**config.mk**
```make
export PLATFORM = sky130hd
export DESIGN_NAME = jpeg_huffman_table_decoder_flat
export DESIGN_NICKNAME = d
export VERILOG_FILES = /design/src/rtl/core/jhd_pkg.sv /design/src/rtl/core/jhd_if.sv /design/src/rtl/core/jpeg_huffman_table_decoder.sv /design/src/rtl/core/jhd_ram.sv /design/src/rtl/core/jhd_loader.sv /design/src/rtl/core/jhd_decoder.sv /design/src/flat_wrapper.sv
export SDC_FILE = /design/constraint.sdc
export NUM_CORES = 2
export LEC_CHECK = 0
export ABC_AREA = 0
export BUFFER_PORTS_ARGS = -buffer_cell sky130_fd_sc_hd__buf_2
export CAP_MARGIN = 5
export CELL_PAD_IN_SITES_DETAIL_PLACEMENT = 0
export CELL_PAD_IN_SITES_GLOBAL_PLACEMENT = 1
export CORE_UTILIZATION = 56
export CTS_CLUSTER_DIAMETER = 150
export CTS_CLUSTER_SIZE = 30
export DETAILED_ROUTE_END_ITERATION = 8
export PLACE_DENSITY = 0.84
export SYNTH_ARGS = -nofsm -noshare
export SYNTH_HDL_FRONTEND = slang
export SYNTH_HIERARCHICAL = 1
export SYNTH_SLANG_ARGS = --single-unit
```
**constraint.sdc**
```tcl
create_clock -name clock -period 7.1 [get_ports clock]
set_input_delay 0.355 -clock clock [delete_from_list [all_inputs] [get_ports clock]]
set_output_delay 0.355 -clock clock [all_outputs]
set_load 0.05 [all_outputs]
```
**src/rtl/core/jhd_pkg.sv**
```systemverilog
// ---------------------------------------------------------------------------
// jhd_pkg: shared types and constants of the Huffman table decoder
// Field widths, transaction modes, status codes and the control structs
// exchanged between the loader, the bit decoder and the top level.
// ---------------------------------------------------------------------------
package jhd_pkg;

   // default sizing, handed to the top-level parameters
   localparam int DEF_MAX_CODE_LEN = 16;
   localparam int DEF_MAX_SYMBOLS  = 256;

   // fixed field widths
   localparam int BYTE_W   = 8;
   localparam int ACC_W    = 17;  // code accumulator
   localparam int LEN_W    = 5;   // code length / bit count
   localparam int POS_W    = 9;   // load position, bytes_loaded
   localparam int TOTAL_W  = 12;  // sum of all count bytes
   localparam int STATUS_W = 3;
   localparam int BASE_W   = 9;   // symbol index arithmetic
   localparam int FREE_CAP = 256; // free leaves saturate here, above any count

   typedef enum logic [1:0] {
      MODE_RESTART = 2'd0,
      MODE_TABLE   = 2'd1,
      MODE_BIT     = 2'd2,
      MODE_UNUSED  = 2'd3
   } jhd_mode_type;

   typedef enum logic [STATUS_W-1:0] {
      ST_OK       = 3'd0,
      ST_TOO_MANY = 3'd1,
      ST_OVERSUB  = 3'd2,
      ST_INVALID  = 3'd3,
      ST_NO_TABLE = 3'd4
   } jhd_status_type;

   // one row of the canonical code table
   typedef struct packed {
      logic [BYTE_W-1:0] count;
      logic [ACC_W-1:0]  first;
      logic [BASE_W-1:0] offset;  // symbol_base - first_code, modulo 512
   } jhd_entry_type;

   // table state seen by the decoder
   typedef struct packed {
      logic             ready;
      logic [LEN_W-1:0] longest;
   } jhd_info_type;

   // loader view of the current transaction
   typedef struct packed {
      jhd_status_type   status;
      logic             ready_next;
      logic [POS_W-1:0] pos_next;
   } jhd_load_res_type;

   // decoder view of the current transaction
   typedef struct packed {
      logic             hit;
      jhd_status_type   status;
      logic [LEN_W-1:0] code_length;
   } jhd_dec_res_type;

   // result waiting for the symbol memory read
   typedef struct packed {
      logic             hit;
      logic [LEN_W-1:0] code_length;
      jhd_status_type   status;
      logic             table_ready;
      logic [POS_W-1:0] bytes_loaded;
   } jhd_stage_type;

endpackage

```
**src/rtl/core/jhd_if.sv**
```systemverilog
// ---------------------------------------------------------------------------
// jhd_if: valid/ready channels of the Huffman table decoder
// Request channel carries one mode/byte/bit transaction, response channel
// carries one decode result per request.
// ---------------------------------------------------------------------------
interface jhd_req_if;
   logic       valid;
   logic       ready;
   logic [1:0] mode;
   logic [7:0] table_byte;
   logic       code_bit;

   modport source (output valid, mode, table_byte, code_bit, input ready);
   modport sink   (input valid, mode, table_byte, code_bit, output ready);
endinterface

interface jhd_rsp_if;
   logic       valid;
   logic       ready;
   logic [7:0] symbol;
   logic       symbol_valid;
   logic [4:0] code_length;
   logic [2:0] status;
   logic       table_ready;
   logic [8:0] bytes_loaded;

   modport source (output valid, symbol, symbol_valid, code_length, status,
                   table_ready, bytes_loaded, input ready);
   modport sink   (input valid, symbol, symbol_valid, code_length, status,
                   table_ready, bytes_loaded, output ready);
endinterface

```
**src/rtl/core/jpeg_huffman_table_decoder.sv**
```systemverilog
// ---------------------------------------------------------------------------
// jpeg_huffman_table_decoder: Huffman table load and bit-serial decode
// Loads a DHT-style table (16 counts, then symbols) and decodes one code
// bit per transaction, one response per request.
//
//   channel   direction  transaction
//   req_if    in         mode, table_byte, code_bit
//   rsp_if    out        symbol, symbol_valid, code_length, status,
//                        table_ready, bytes_loaded
//
// One request accepted per cycle, every mode, while the pipeline has room;
// response path: canonical compare and symbol memory read, then output register.
// The path length is set by the symbol memory's registered read port.
// Synchronous reset clears the table state; the symbol memory is not cleared.
// A stalled response holds the pipeline; requests keep flowing while the
// output register or the lookup stage has room.
// ---------------------------------------------------------------------------
module jpeg_huffman_table_decoder #(
   parameter int MAX_CODE_LEN = jhd_pkg::DEF_MAX_CODE_LEN,
   parameter int MAX_SYMBOLS  = jhd_pkg::DEF_MAX_SYMBOLS
) (
   input logic   clock,
   input logic   reset,
   jhd_req_if.sink   req_if,
   jhd_rsp_if.source rsp_if
);

   import jhd_pkg::*;

   localparam int LEN_IDX_W = (MAX_CODE_LEN > 1) ? $clog2(MAX_CODE_LEN) : 1;
   localparam int SYM_IDX_W = $clog2(MAX_SYMBOLS);

   jhd_mode_type     mode;
   logic             accept, out_free;
   logic [LEN_IDX_W-1:0] lut_index;
   jhd_entry_type    lut_entry;
   jhd_info_type     info;
   jhd_load_res_type load_res;
   jhd_dec_res_type  dec_res;
   logic             ram_wr_en, ram_rd_en;
   logic [SYM_IDX_W-1:0] ram_wr_addr, ram_rd_addr;
   logic [7:0]       ram_wr_data, ram_rd_data;

   logic             s1_valid_ff, s1_valid_in;
   jhd_stage_type    s1_ff, s1_in;
   logic             rsp_valid_ff, rsp_valid_in;
   logic [7:0]       symbol_ff;
   jhd_stage_type    out_ff;

   assign mode     = jhd_mode_type'(req_if.mode);
   assign out_free = !rsp_valid_ff || rsp_if.ready;
   assign req_if.ready = !s1_valid_ff || out_free;
   assign accept   = req_if.valid && req_if.ready;

   jhd_loader #(.MAX_CODE_LEN(MAX_CODE_LEN), .MAX_SYMBOLS(MAX_SYMBOLS)) u_loader (
      .clock       (clock),
      .reset       (reset),
      .accept      (accept),
      .mode        (mode),
      .table_byte  (req_if.table_byte),
      .lut_index   (lut_index),
      .lut_entry   (lut_entry),
      .info        (info),
      .load_res    (load_res),
      .ram_wr_en   (ram_wr_en),
      .ram_wr_addr (ram_wr_addr),
      .ram_wr_data (ram_wr_data)
   );

   jhd_decoder #(.MAX_CODE_LEN(MAX_CODE_LEN), .MAX_SYMBOLS(MAX_SYMBOLS)) u_decoder (
      .clock       (clock),
      .reset       (reset),
      .accept      (accept),
      .mode        (mode),
      .code_bit    (req_if.code_bit),
      .info        (info),
      .lut_entry   (lut_entry),
      .lut_index   (lut_index),
      .ram_rd_en   (ram_rd_en),
      .ram_rd_addr (ram_rd_addr),
      .dec_res     (dec_res)
   );

   jhd_ram #(.WIDTH(BYTE_W), .DEPTH(MAX_SYMBOLS)) u_symbol_ram (
      .clock   (clock),
      .wr_en   (ram_wr_en),
      .wr_addr (ram_wr_addr),
      .wr_data (ram_wr_data),
      .rd_en   (ram_rd_en),
      .rd_addr (ram_rd_addr),
      .rd_data (ram_rd_data)
   );

   // lookup stage contents for the accepted transaction
   always_comb begin
      s1_in.hit          = dec_res.hit;
      s1_in.code_length  = dec_res.code_length;
      s1_in.table_ready  = load_res.ready_next;
      s1_in.bytes_loaded = load_res.pos_next;
      case (mode)
         MODE_TABLE: s1_in.status = load_res.status;
         MODE_BIT:   s1_in.status = dec_res.status;
         default:    s1_in.status = ST_OK;
      endcase
   end

   // pipeline occupancy
   always_comb begin
      s1_valid_in  = s1_valid_ff;
      rsp_valid_in = rsp_valid_ff;
      if (out_free) begin
         rsp_valid_in = s1_valid_ff;
         s1_valid_in  = 1'b0;
      end
      if (accept) begin
         s1_valid_in = 1'b1;
      end
   end

   always_ff @(posedge clock) begin
      if (reset) begin
         s1_valid_ff  <= 1'b0;
         rsp_valid_ff <= 1'b0;
      end else begin
         s1_valid_ff  <= s1_valid_in;
         rsp_valid_ff <= rsp_valid_in;
      end
   end

   // payload registers
   always_ff @(posedge clock) begin
      if (accept) begin
         s1_ff <= s1_in;
      end
      if (out_free && s1_valid_ff) begin
         out_ff    <= s1_ff;
         symbol_ff <= s1_ff.hit ? ram_rd_data : '0;
      end
   end

   assign rsp_if.valid        = rsp_valid_ff;
   assign rsp_if.symbol       = symbol_ff;
   assign rsp_if.symbol_valid = out_ff.hit;
   assign rsp_if.code_length  = out_ff.code_length;
   assign rsp_if.status       = out_ff.status;
   assign rsp_if.table_ready  = out_ff.table_ready;
   assign rsp_if.bytes_loaded = out_ff.bytes_loaded;

   // the lookup stage is never overwritten while its result cannot move on
   a_s1_hold: assert property (@(posedge clock) disable iff (reset)
      s1_valid_ff && !out_free |=> s1_valid_ff && $stable(s1_ff))
      else $error("lookup stage lost a pending transaction");

   // a decoded symbol always comes with an ok status and a table in place
   a_hit_ok: assert property (@(posedge clock) disable iff (reset)
      rsp_valid_ff && out_ff.hit |-> (out_ff.status == ST_OK) && out_ff.table_ready)
      else $error("symbol reported with error status or no table");

   // code length stays within one bit past the longest code
   a_len_bound: assert property (@(posedge clock) disable iff (reset)
      rsp_valid_ff |-> out_ff.code_length <= LEN_W'(MAX_CODE_LEN + 1))
      else $error("code length out of range");

endmodule

```
**src/rtl/core/jhd_ram.sv**
```systemverilog
// ---------------------------------------------------------------------------
// jhd_ram: generic simple dual-port RAM
// One write port, one read port, read data registered.
// ---------------------------------------------------------------------------
module jhd_ram #(
   parameter  int WIDTH  = 8,
   parameter  int DEPTH  = 256,
   localparam int ADDR_W = (DEPTH > 1) ? $clog2(DEPTH) : 1
) (
   input  logic              clock,
   input  logic              wr_en,
   input  logic [ADDR_W-1:0] wr_addr,
   input  logic [WIDTH-1:0]  wr_data,
   input  logic              rd_en,
   input  logic [ADDR_W-1:0] rd_addr,
   output logic [WIDTH-1:0]  rd_data
);

   logic [WIDTH-1:0] mem_ff [DEPTH];
   logic [WIDTH-1:0] rd_data_ff;

   // write port
   always_ff @(posedge clock) begin
      if (wr_en) begin
         mem_ff[wr_addr] <= wr_data;
      end
   end

   // registered read, held while not enabled
   always_ff @(posedge clock) begin
      if (rd_en) begin
         rd_data_ff <= mem_ff[rd_addr];
      end
   end

   assign rd_data = rd_data_ff;

endmodule

```
**src/rtl/core/jhd_loader.sv**
```systemverilog
// ---------------------------------------------------------------------------
// jhd_loader: table definition loader
// Takes count bytes then symbol bytes, builds the canonical code table one
// row per count byte, checks totals and free leaves, and writes symbols
// into the symbol memory.
// ---------------------------------------------------------------------------
module jhd_loader #(
   parameter  int MAX_CODE_LEN = jhd_pkg::DEF_MAX_CODE_LEN,
   parameter  int MAX_SYMBOLS  = jhd_pkg::DEF_MAX_SYMBOLS,
   localparam int LEN_IDX_W    = (MAX_CODE_LEN > 1) ? $clog2(MAX_CODE_LEN) : 1,
   localparam int SYM_IDX_W    = $clog2(MAX_SYMBOLS)
) (
   input  logic                     clock,
   input  logic                     reset,
   input  logic                     accept,
   input  jhd_pkg::jhd_mode_type    mode,
   input  logic [7:0]               table_byte,
   input  logic [LEN_IDX_W-1:0]     lut_index,
   output jhd_pkg::jhd_entry_type   lut_entry,
   output jhd_pkg::jhd_info_type    info,
   output jhd_pkg::jhd_load_res_type load_res,
   output logic                     ram_wr_en,
   output logic [SYM_IDX_W-1:0]     ram_wr_addr,
   output logic [7:0]               ram_wr_data
);

   import jhd_pkg::*;

   // table rows and load state
   jhd_entry_type      entry_ff [MAX_CODE_LEN];
   logic [POS_W-1:0]   pos_ff, pos_in;
   logic [TOTAL_W-1:0] total_ff, total_in;
   logic [LEN_W-1:0]   longest_ff, longest_in;
   logic               ready_ff, ready_in;
   logic               bad_ff, bad_in;
   logic               oversub_ff, oversub_in;
   logic [POS_W-1:0]   free_ff, free_in;
   logic [ACC_W-1:0]   code_ff, code_in;
   logic [BASE_W-1:0]  base_ff, base_in;

   logic               is_count, last_count, over_now, too_many, sym_done;
   logic               row_write, sym_write;
   logic [TOTAL_W-1:0] total_sum;
   logic [POS_W-1:0]   sym_idx, free_diff;
   logic [POS_W:0]     free_shift;
   logic [ACC_W-1:0]   code_sum;
   jhd_status_type     status;

   // per-byte canonical build arithmetic
   always_comb begin
      total_sum  = total_ff + TOTAL_W'(table_byte);
      over_now   = POS_W'(table_byte) > free_ff;
      is_count   = pos_ff < POS_W'(MAX_CODE_LEN);
      last_count = pos_ff == POS_W'(MAX_CODE_LEN - 1);
      too_many   = total_sum > TOTAL_W'(MAX_SYMBOLS);
      sym_idx    = pos_ff - POS_W'(MAX_CODE_LEN);
      sym_done   = (TOTAL_W'(sym_idx) + TOTAL_W'(1)) >= total_ff;
      free_diff  = free_ff - POS_W'(table_byte);
      free_shift = {free_diff, 1'b0};
      code_sum   = code_ff + ACC_W'(table_byte);
   end

   // next state of the load state, taken only when a transaction is accepted
   always_comb begin
      pos_in     = pos_ff;
      total_in   = total_ff;
      longest_in = longest_ff;
      ready_in   = ready_ff;
      bad_in     = bad_ff;
      oversub_in = oversub_ff;
      free_in    = free_ff;
      code_in    = code_ff;
      base_in    = base_ff;
      status     = ST_OK;
      row_write  = 1'b0;
      sym_write  = 1'b0;
      case (mode)
         MODE_RESTART: begin
            pos_in     = '0;
            total_in   = '0;
            longest_in = '0;
            ready_in   = 1'b0;
            bad_in     = 1'b0;
            oversub_in = 1'b0;
            free_in    = POS_W'(2);
            code_in    = '0;
            base_in    = '0;
         end
         MODE_TABLE: begin
            if (bad_ff) begin
               status = (total_ff > TOTAL_W'(MAX_SYMBOLS)) ? ST_TOO_MANY : ST_OVERSUB;
            end else if (!ready_ff) begin
               pos_in = pos_ff + POS_W'(1);
               if (is_count) begin
                  row_write  = 1'b1;
                  total_in   = total_sum;
                  oversub_in = oversub_ff | over_now;
                  if ((table_byte != '0) || (pos_ff == '0)) begin
                     longest_in = pos_ff[LEN_W-1:0] + LEN_W'(1);
                  end
                  free_in = (free_shift > (POS_W+1)'(FREE_CAP)) ?
                            POS_W'(FREE_CAP) : free_shift[POS_W-1:0];
                  code_in = {code_sum[ACC_W-2:0], 1'b0};
                  base_in = base_ff + BASE_W'(table_byte);
                  // checks run on the last count byte
                  if (last_count) begin
                     if (too_many) begin
                        status = ST_TOO_MANY;
                        bad_in = 1'b1;
                     end else if (oversub_ff || over_now) begin
                        status = ST_OVERSUB;
                        bad_in = 1'b1;
                     end else if (total_sum == '0) begin
                        ready_in = 1'b1;
                     end
                  end
               end else begin
                  sym_write = sym_idx < POS_W'(MAX_SYMBOLS);
                  if (sym_done) begin
                     ready_in = 1'b1;
                  end
               end
            end
         end
         MODE_BIT, MODE_UNUSED: begin
            status = ST_OK;
         end
         default: begin
            status = ST_OK;
         end
      endcase
   end

   // control registers
   always_ff @(posedge clock) begin
      if (reset) begin
         pos_ff     <= '0;
         total_ff   <= '0;
         longest_ff <= '0;
         ready_ff   <= 1'b0;
         bad_ff     <= 1'b0;
         oversub_ff <= 1'b0;
         free_ff    <= POS_W'(2);
         code_ff    <= '0;
         base_ff    <= '0;
      end else if (accept) begin
         pos_ff     <= pos_in;
         total_ff   <= total_in;
         longest_ff <= longest_in;
         ready_ff   <= ready_in;
         bad_ff     <= bad_in;
         oversub_ff <= oversub_in;
         free_ff    <= free_in;
         code_ff    <= code_in;
         base_ff    <= base_in;
      end
   end

   // table rows, only read once the whole table is in
   always_ff @(posedge clock) begin
      if (accept && row_write) begin
         entry_ff[pos_ff[LEN_IDX_W-1:0]] <= '{
            count:  table_byte,
            first:  code_ff,
            offset: base_ff - code_ff[BASE_W-1:0]
         };
      end
   end

   assign lut_entry   = entry_ff[lut_index];
   assign info        = '{ready: ready_ff, longest: longest_ff};
   assign load_res    = '{status: status, ready_next: ready_in, pos_next: pos_in};
   assign ram_wr_en   = accept && sym_write;
   assign ram_wr_addr = sym_idx[SYM_IDX_W-1:0];
   assign ram_wr_data = table_byte;

   // a table is never both ready and rejected
   a_ready_bad: assert property (@(posedge clock) disable iff (reset)
      !(ready_ff && bad_ff))
      else $error("table marked ready and bad at once");

   // symbol bytes never run past the symbol store
   a_pos_range: assert property (@(posedge clock) disable iff (reset)
      pos_ff <= POS_W'(MAX_CODE_LEN + MAX_SYMBOLS))
      else $error("load position beyond table size");

   // no symbol written before the count bytes are complete
   a_sym_after_counts: assert property (@(posedge clock) disable iff (reset)
      ram_wr_en |-> (pos_ff >= POS_W'(MAX_CODE_LEN)) && !ready_ff && !bad_ff)
      else $error("symbol write outside symbol phase");

endmodule

```
**src/rtl/core/jhd_decoder.sv**
```systemverilog
// ---------------------------------------------------------------------------
// jhd_decoder: bit-serial canonical code matcher
// Shifts one code bit into the accumulator, compares against the canonical
// row for the new length and issues the symbol memory read on a match.
// ---------------------------------------------------------------------------
module jhd_decoder #(
   parameter  int MAX_CODE_LEN = jhd_pkg::DEF_MAX_CODE_LEN,
   parameter  int MAX_SYMBOLS  = jhd_pkg::DEF_MAX_SYMBOLS,
   localparam int LEN_IDX_W    = (MAX_CODE_LEN > 1) ? $clog2(MAX_CODE_LEN) : 1,
   localparam int SYM_IDX_W    = $clog2(MAX_SYMBOLS)
) (
   input  logic                    clock,
   input  logic                    reset,
   input  logic                    accept,
   input  jhd_pkg::jhd_mode_type   mode,
   input  logic                    code_bit,
   input  jhd_pkg::jhd_info_type   info,
   input  jhd_pkg::jhd_entry_type  lut_entry,
   output logic [LEN_IDX_W-1:0]    lut_index,
   output logic                    ram_rd_en,
   output logic [SYM_IDX_W-1:0]    ram_rd_addr,
   output jhd_pkg::jhd_dec_res_type dec_res
);

   import jhd_pkg::*;

   logic [ACC_W-1:0]  acc_ff, acc_in;
   logic [LEN_W-1:0]  bits_ff, bits_in;
   logic [ACC_W-1:0]  acc_new, diff;
   logic [LEN_W-1:0]  n;
   logic [BASE_W-1:0] sym_idx;
   logic              in_range, hit, term;
   jhd_status_type    status;
   logic [LEN_W-1:0]  code_length;

   // canonical compare for the length this bit reaches
   always_comb begin
      n        = bits_ff + LEN_W'(1);
      acc_new  = {acc_ff[ACC_W-2:0], code_bit};
      in_range = (n <= info.longest) && (n <= LEN_W'(MAX_CODE_LEN));
      diff     = acc_new - lut_entry.first;
      hit      = in_range && (acc_new >= lut_entry.first) &&
                 (diff < ACC_W'(lut_entry.count));
      term     = hit || (n > info.longest);
      sym_idx  = lut_entry.offset + acc_new[BASE_W-1:0];
   end

   // accumulator update and per-transaction result
   always_comb begin
      acc_in      = acc_ff;
      bits_in     = bits_ff;
      status      = ST_OK;
      code_length = bits_ff;
      case (mode)
         MODE_RESTART: begin
            acc_in      = '0;
            bits_in     = '0;
            code_length = '0;
         end
         MODE_BIT: begin
            if (!info.ready) begin
               status = ST_NO_TABLE;
            end else begin
               code_length = n;
               if (term) begin
                  acc_in  = '0;
                  bits_in = '0;
                  if (!hit) begin
                     status = ST_INVALID;
                  end
               end else begin
                  acc_in  = acc_new;
                  bits_in = n;
               end
            end
         end
         MODE_TABLE, MODE_UNUSED: begin
            status = ST_OK;
         end
         default: begin
            status = ST_OK;
         end
      endcase
   end

   always_ff @(posedge clock) begin
      if (reset) begin
         acc_ff  <= '0;
         bits_ff <= '0;
      end else if (accept) begin
         acc_ff  <= acc_in;
         bits_ff <= bits_in;
      end
   end

   assign lut_index   = bits_ff[LEN_IDX_W-1:0];
   assign ram_rd_en   = accept && (mode == MODE_BIT) && info.ready && hit;
   assign ram_rd_addr = sym_idx[SYM_IDX_W-1:0];
   assign dec_res     = '{hit: (mode == MODE_BIT) && info.ready && hit,
                          status: status, code_length: code_length};

   // a pending code never grows past the longest length in use
   a_bits_bound: assert property (@(posedge clock) disable iff (reset)
      bits_ff <= info.longest)
      else $error("pending code longer than longest length");

   // without a table the accumulator stays empty
   a_idle_without_table: assert property (@(posedge clock) disable iff (reset)
      !info.ready |-> (bits_ff == '0) && (acc_ff == '0))
      else $error("code bits held without a ready table");

endmodule

```
**src/flat_wrapper.sv**
```systemverilog
// flat-port wrapper written by rule: the top's interface ports become plain ports
module jpeg_huffman_table_decoder_flat import jhd_pkg::*;
#(
   parameter int MAX_CODE_LEN = jhd_pkg::DEF_MAX_CODE_LEN,
   parameter int MAX_SYMBOLS  = jhd_pkg::DEF_MAX_SYMBOLS
)
  (clock, reset, req_if_valid, req_if_mode, req_if_table_byte, req_if_code_bit, req_if_ready, rsp_if_valid, rsp_if_symbol, rsp_if_symbol_valid, rsp_if_code_length, rsp_if_status, rsp_if_table_ready, rsp_if_bytes_loaded, rsp_if_ready);
  jhd_req_if req_if_i ();
  jhd_rsp_if rsp_if_i ();
  input logic clock;
  input logic reset;
  input wire logic [$bits(req_if_i.valid)-1:0] req_if_valid;
  input wire logic [$bits(req_if_i.mode)-1:0] req_if_mode;
  input wire logic [$bits(req_if_i.table_byte)-1:0] req_if_table_byte;
  input wire logic [$bits(req_if_i.code_bit)-1:0] req_if_code_bit;
  output wire logic [$bits(req_if_i.ready)-1:0] req_if_ready;
  output wire logic [$bits(rsp_if_i.valid)-1:0] rsp_if_valid;
  output wire logic [$bits(rsp_if_i.symbol)-1:0] rsp_if_symbol;
  output wire logic [$bits(rsp_if_i.symbol_valid)-1:0] rsp_if_symbol_valid;
  output wire logic [$bits(rsp_if_i.code_length)-1:0] rsp_if_code_length;
  output wire logic [$bits(rsp_if_i.status)-1:0] rsp_if_status;
  output wire logic [$bits(rsp_if_i.table_ready)-1:0] rsp_if_table_ready;
  output wire logic [$bits(rsp_if_i.bytes_loaded)-1:0] rsp_if_bytes_loaded;
  input wire logic [$bits(rsp_if_i.ready)-1:0] rsp_if_ready;
  assign req_if_i.valid = req_if_valid;
  assign req_if_i.mode = req_if_mode;
  assign req_if_i.table_byte = req_if_table_byte;
  assign req_if_i.code_bit = req_if_code_bit;
  assign req_if_ready = req_if_i.ready;
  assign rsp_if_valid = rsp_if_i.valid;
  assign rsp_if_symbol = rsp_if_i.symbol;
  assign rsp_if_symbol_valid = rsp_if_i.symbol_valid;
  assign rsp_if_code_length = rsp_if_i.code_length;
  assign rsp_if_status = rsp_if_i.status;
  assign rsp_if_table_ready = rsp_if_i.table_ready;
  assign rsp_if_bytes_loaded = rsp_if_i.bytes_loaded;
  assign rsp_if_i.ready = rsp_if_ready;
  jpeg_huffman_table_decoder #(.MAX_CODE_LEN(MAX_CODE_LEN), .MAX_SYMBOLS(MAX_SYMBOLS)) u_core (.clock(clock), .reset(reset), .req_if(req_if_i), .rsp_if(rsp_if_i));
endmodule
```
# Word level (Yosys, flattened, before mapping)
# Memories as Yosys holds them, arrays and structs flattened. A register that Yosys moved wholly into a read port is not among the register bits.
# Index checks and enable logic that the tools add are counted.
# Widths: inputs -> output; s select.
[op_classes]
add_sub_neg = 12
n_lt_le_gt_ge = 12
eq_ne = 8
n_mux = 80
bitwise = 1
reduce_logical = 30
[ops]
columns = ["cell", "n"]
rows = [
  ["$mux 9", 9],
  ["$pmux 9 s2", 3],
  ["$mux 17", 3],
  ["$mux 12", 3],
  ["$mux 5", 7],
  ["$pmux 17 s2", 1],
  ["$mux 16", 2],
  ["$pmux 16 s2", 1],
  ["$mux 1", 31],
  ["$pmux 5 s2", 3],
  ["$gt 12x9->1 const B", 2],
  ["$pmux 12 s2", 1],
  ["$mux 2", 9],
  ["$ge 17x17->1", 1],
  ["$lt 17x8->1", 1],
  ["$sub 17x17->17", 1],
  ["$add 16x8->16", 1],
  ["$add 12x8->12", 1],
  ["$ge 10x12->1", 1],
  ["$logic_and 1x1->1", 12],
  ["$logic_not 12->1", 1],
  ["$add 5x1->5 const B", 2],
  ["$add 9x1->10 const B", 1],
  ["$gt 10x9->1 const B", 1],
  ["31 further kinds", 45],
]
[totals]
reg_bits = 133
ramBits = 2592
inputBits = 15
output_inout_bits = 29
n_memories = 2
[mem_list]
columns = ["memory", "depth", "word_bits", "rd", "rd_ports_with_merged_regs", "write_ports", "line", "text"]
rows = [
  ["u_core.u_symbol_ram.mem_ff", 256, 8, 1, 1, 1, "jhd_ram.sv:19", "logic [WIDTH-1:0] mem_ff [DEPTH];"],
  ["u_core.u_loader.entry_ff", 16, 34, 1, 1, 1, "jhd_loader.sv:30", "jhd_entry_type entry_ff [MAX_CODE_LEN];"],
]

# Logic depth before layout (Yosys ltp)
[logic_depth]
ltp_word = 11
depth_mapped = 23
mapped_depth_nobuf = 17

# Cells and area by module
# The synthesis kept the hierarchy.
[by_module_without_submodules]
columns = ["mod", "instances", "cells_each", "area_each_um2", "seq_area_each_um2"]
rows = [
  ["jhd_ram", 1, 3733, 79636.4, 61739.2],
  ["jhd_loader", 1, 1409, 24878.9, 17096.4],
  ["jhd_decoder", 1, 333, 2636.3, 420.4],
  ["jpeg_huffman_table_decoder", 1, 74, 1601.5, 1421.4],
]

# Worst setup path after synthesis
# OpenSTA, ideal clock, no wires.
[synth_timing]
kind = "register to register"
start = "reg u_core.u_decoder.bits_ff[0]"
end = "reg u_core.u_symbol_ram.rd_data_ff[0] (netlist: u_core/u_symbol_ram/rd_data[0]) (read register of u_core.u_symbol_ram.mem_ff) (enable)"
setup_ns = 0.395
arrival_ns = 5.792
required_ns = 6.705
slack_ns = 0.913
path_stages_with_launch = 20
path_cell_list = "dfxtp_1 -> buf_4 -> clkbuf_1 -> clkbuf_1 -> buf_1 -> mux4_2 -> mux4_2 -> fa_1 -> nand2b_1 -> a21oi_1 -> nor2_1 -> xnor2_1 -> ha_1 -> a211oi_1 -> nand2_1 -> a31oi_1 -> o21ai_0 -> nor4_4 -> nand4b_4 -> nor4_1"
[synth_via]
elab_chain_len = 6
elab_cells_between_ends = 7
[synth_lines]
columns = ["element", "line", "text"]
rows = [
  ["start, declared", "jhd_decoder.sv:28", "logic [LEN_W-1:0] bits_ff, bits_in;"],
  ["start signal, assigned", "jhd_decoder.sv:92", "bits_ff <= bits_in;"],
  ["$add 5x1->5 *", "jhd_decoder.sv:38", "n = bits_ff + LEN_W'(1);"],
  ["$le 5x5->1", "jhd_decoder.sv:40", "in_range = (n <= info.longest) && (n <= LEN_W'(MAX_CODE_LEN));"],
  ["$logic_and 1x1->1 *", "jhd_decoder.sv:40", ""],
  ["$logic_and 1x1->1 * (2 in a row)", "jhd_decoder.sv:42", "hit = in_range && (acc_new >= lut_entry.first) &&"],
  ["$logic_and 1x1->1 *", "jhd_decoder.sv:97", "assign ram_rd_en = accept && (mode == MODE_BIT) && info.ready && hit;"],
  ["via u_core.ram_rd_en", "jpeg_huffman_table_decoder.sv:40", "logic ram_wr_en, ram_rd_en;"],
  ["end, declared", "jhd_ram.sv:20", "logic [WIDTH-1:0] rd_data_ff;"],
]
# Mark *: on every way through the listed nets, which the timed path passes. The rest lies on a longest branch.
# A chain may end at the register's enable or synchronous reset.

# Worst setup path in the final report
[layout_timing]
start = "reg u_core.u_decoder.bits_ff[0]"
end = "reg u_core.u_symbol_ram.rd_data_ff[1] (netlist: u_core/u_symbol_ram/rd_data[1]) (read register of u_core.u_symbol_ram.mem_ff), data pin"
[layout_via]
elab_chain_len = 6
elab_cells_between_ends = 7
[layout_lines]
columns = ["element", "line"]
rows = [
  ["$add 5x1->5 *", "jhd_decoder.sv:38"],
  ["$le 5x5->1", "jhd_decoder.sv:40"],
  ["$logic_and 1x1->1 *", "jhd_decoder.sv:40"],
  ["$logic_and 1x1->1 * (2 in a row)", "jhd_decoder.sv:42"],
  ["$logic_and 1x1->1 *", "jhd_decoder.sv:97"],
]
# Every way passes the cells marked *; elsewhere a longest branch is shown, timed or not.

==> results.txt <==
outcome: complete, no violations
post-route ant nets: 0
post-synthesis average cell area: 19.6 um2
first-pass GRT wire length: 375000 um
total power: 26.6 mW
# port buffers: 43
root buffer cell: clkbuf_16
register share of total power: 0.656
Post-Route WL: 260000 um
Clk pwr share: 0.269
Setup CP Type: reg -> reg
Die Footprint: 0.195 mm2
Max Clk Rate: 147 MHz
Post-Syn Instances: 5517
WP data required: 7.64 ns
clock buffer depth: 3
Arr. time, crit path: 7.36 ns
setup TNS: 0 ns
htree depth: 3
total number of yosys warnings: 6
die width: 441 um
Starting Density: 0.566
total track usage: 0.268
die height: 441 um
largest net degree at the start of global routing: 186
Netlist Area Pre-Place: 0.108 mm2
max cap viols: 0
layout cell share with drive strength beyond 1: 0.180
DRT Pass-1 Iters: 6
worst hold slack: 0.0406 ns
Pint: 20.8 mW
Comb power frac: 0.075
RSZ-0062 raised after global routing: false
clk_skew: 0.0591 ns
Net Sw Frac: 0.219
Hold Crit Class: in -> reg
Layout area overhead: 5.48%
total grt overflow: 0
Clock transition at path regs: 0.12 ns
num rows: 160
Vias: 54.8k
io pins: 44
clock latency on the worst-skew pair: 0.81 ns
final worst-path cycle share: 0.961
Leak: 35.4 nW
Core ar.: 0.191 mm2
GPL Wtd Cong: 0.922
initial antenna violation count: 8
TritonCTS clock tree: yes
vias in the first global route: 53.0k
routed len/inst: 32.3 um
crit start category: flop
CTS Buf Count: 100
cts repair resizes: 0
hpwl dp: 160000 um
Critical Path Fanout Max: 28
PwrDens: 234 mW/mm2
final setup vio count: 0
Layout fillers: 13.3k
minimum clock period: 6.82 ns
CP endpoint kind: flop
DR iter-0 viols: 7512
Peak supply drop: 0.000198 V
max-slew violations: 0
net load switching power: 5.82 mW
vias per inst: 6.82
Slew headroom: 0.0871
Residual DRC: 0
slew at the pin closest to its max-slew limit: 1.37 ns
final hold vios: 0
layout net count: 5602
clock sinks: 2698
## registers in the layout, summed over array words and instances, names as in the netlist, 5 cells and up
| name | cells |
|---|---|
| u_core/rsp_if.bytes_loaded | 9 |
| u_core/u_loader/total_ff | 12 |
| u_core/u_loader/base_ff | 8 |
| u_core/u_symbol_ram/mem_ff | 2048 |
| u_core/u_decoder/bits_ff | 5 |
| u_core/u_symbol_ram/rd_data | 8 |
| u_core/u_loader/entry_ff | 512 |
| u_core/u_loader/longest_ff | 5 |
| u_core/u_loader/free_ff | 8 |
| u_core/s1_ff | 19 |
| u_core/rsp_if.code_length | 5 |
| u_core/u_decoder/acc_ff | 16 |
| u_core/rsp_if.symbol | 8 |
| u_core/u_loader/code_ff | 16 |
| u_core/u_loader/pos_ff | 9 |
## layer usage
layer	GRT usage	vias to the layer above	part of all wire
met5	0	-	0.00010
met4	0.0787	4	0.030
met3	0.0544	414	0.11
met2	0.417	3272	0.48
li1	-	22372	-
met1	0.389	28742	0.38
## area by class of cell
type                            instances  area, um2  area share
Antenna cell                            3       7.51   0.0000659
Clock buffer                          131       2620      0.0230
Clock inverter                          8        160     0.00140
Inverter                               89        342     0.00300
Multi-Input combinational cell       2395      25800       0.226
Sequential cell                      2698      80200       0.703
Tap cell                             2511       3140      0.0276
Timing Repair Buffer                  202       1730      0.0152
## path summary, 6_finish.rpt
| kind | end | cells past startpoint | slack (ns) | start |
|---|---|---|---|---|
| worst max-delay path | u_core/u_symbol_ram/rd_data[1]$_DFFE_PP_ | 19 | 0.28 | u_core/u_decoder/bits_ff[0]$_SDFFE_PP0P_ |
| worst min-delay path | u_core/u_loader/free_ff[1]$_SDFFE_PP1P_ | 3 | 0.04 | req_if_table_byte[0] |
| worst max register to register | u_core/u_symbol_ram/rd_data[1]$_DFFE_PP_ | 19 | 0.28 | u_core/u_decoder/bits_ff[0]$_SDFFE_PP0P_ |
| worst min register to register | u_core/rsp_if.code_length[0]$_DFFE_PP_ | 0 | 0.43 | u_core/s1_ff[13]$_DFFE_PP_ |
## metrics by stage
| stage | util | instance area [um2] | worst slack (ns) | instances |
|---|---|---|---|---|
| after global routing | 0.597 | 114000 | 0.0203 | 8034 |
| final | 0.597 | 114000 | 0.276 | 8037 |
| after floorplan | - | 108000 | 0.965 | 5518 |
| after global placement | 0.582 | 111000 | 0.246 | 7885 |
| after detailed placement | 0.582 | 111000 | 0.498 | 7889 |
| after CTS | 0.597 | 114000 | 0.481 | 8034 |
## placed cells by master (no fill, tap or decap), drive strengths merged, types with 84 or more instances in the layout
master  instances
a22oi         138
mux4          616
inv            91
dfxtp          84
nand2         125
a21oi         184
clkbuf        131
ha             94
buf           196
edfxtp       2614
nor2          351
mux2i         139
## critical path: stages, from the launching register on
cell      delay, ns
dfxtp_4        0.73
buf_4          0.40
mux4_2         0.55
mux4_2         0.49
ha_1           0.30
a21o_1         0.11
a21oi_1        0.10
o21bai_1       0.16
a21oi_1        0.13
o21bai_1       0.15
a21oi_1        0.11
xnor2_2        0.96
and3b_1        0.28
buf_4          0.16
o221ai_1       0.16
o22ai_1        0.24
nor3_1         0.10
nor4_1         1.07
buf_4          0.25
nor4_1         0.04
## timing repair
action | CTS | global route
setup buffers | 0 | 0
endpoints found under the hold margin | 17 | 0
hold buffers | 6 | 0
## power by group through the flow
stage	Combinational [mW]	Clock, mW	Sequential (mW)
floorplan	1.28	0	17.8
global placement	1.94	0	17.8
detailed placement	1.97	0	17.8
CTS	1.98	7.26	17.5
global route	2.09	7.72	17.5
finish	2.00	7.17	17.5
(Power assumes the default switching activity.)
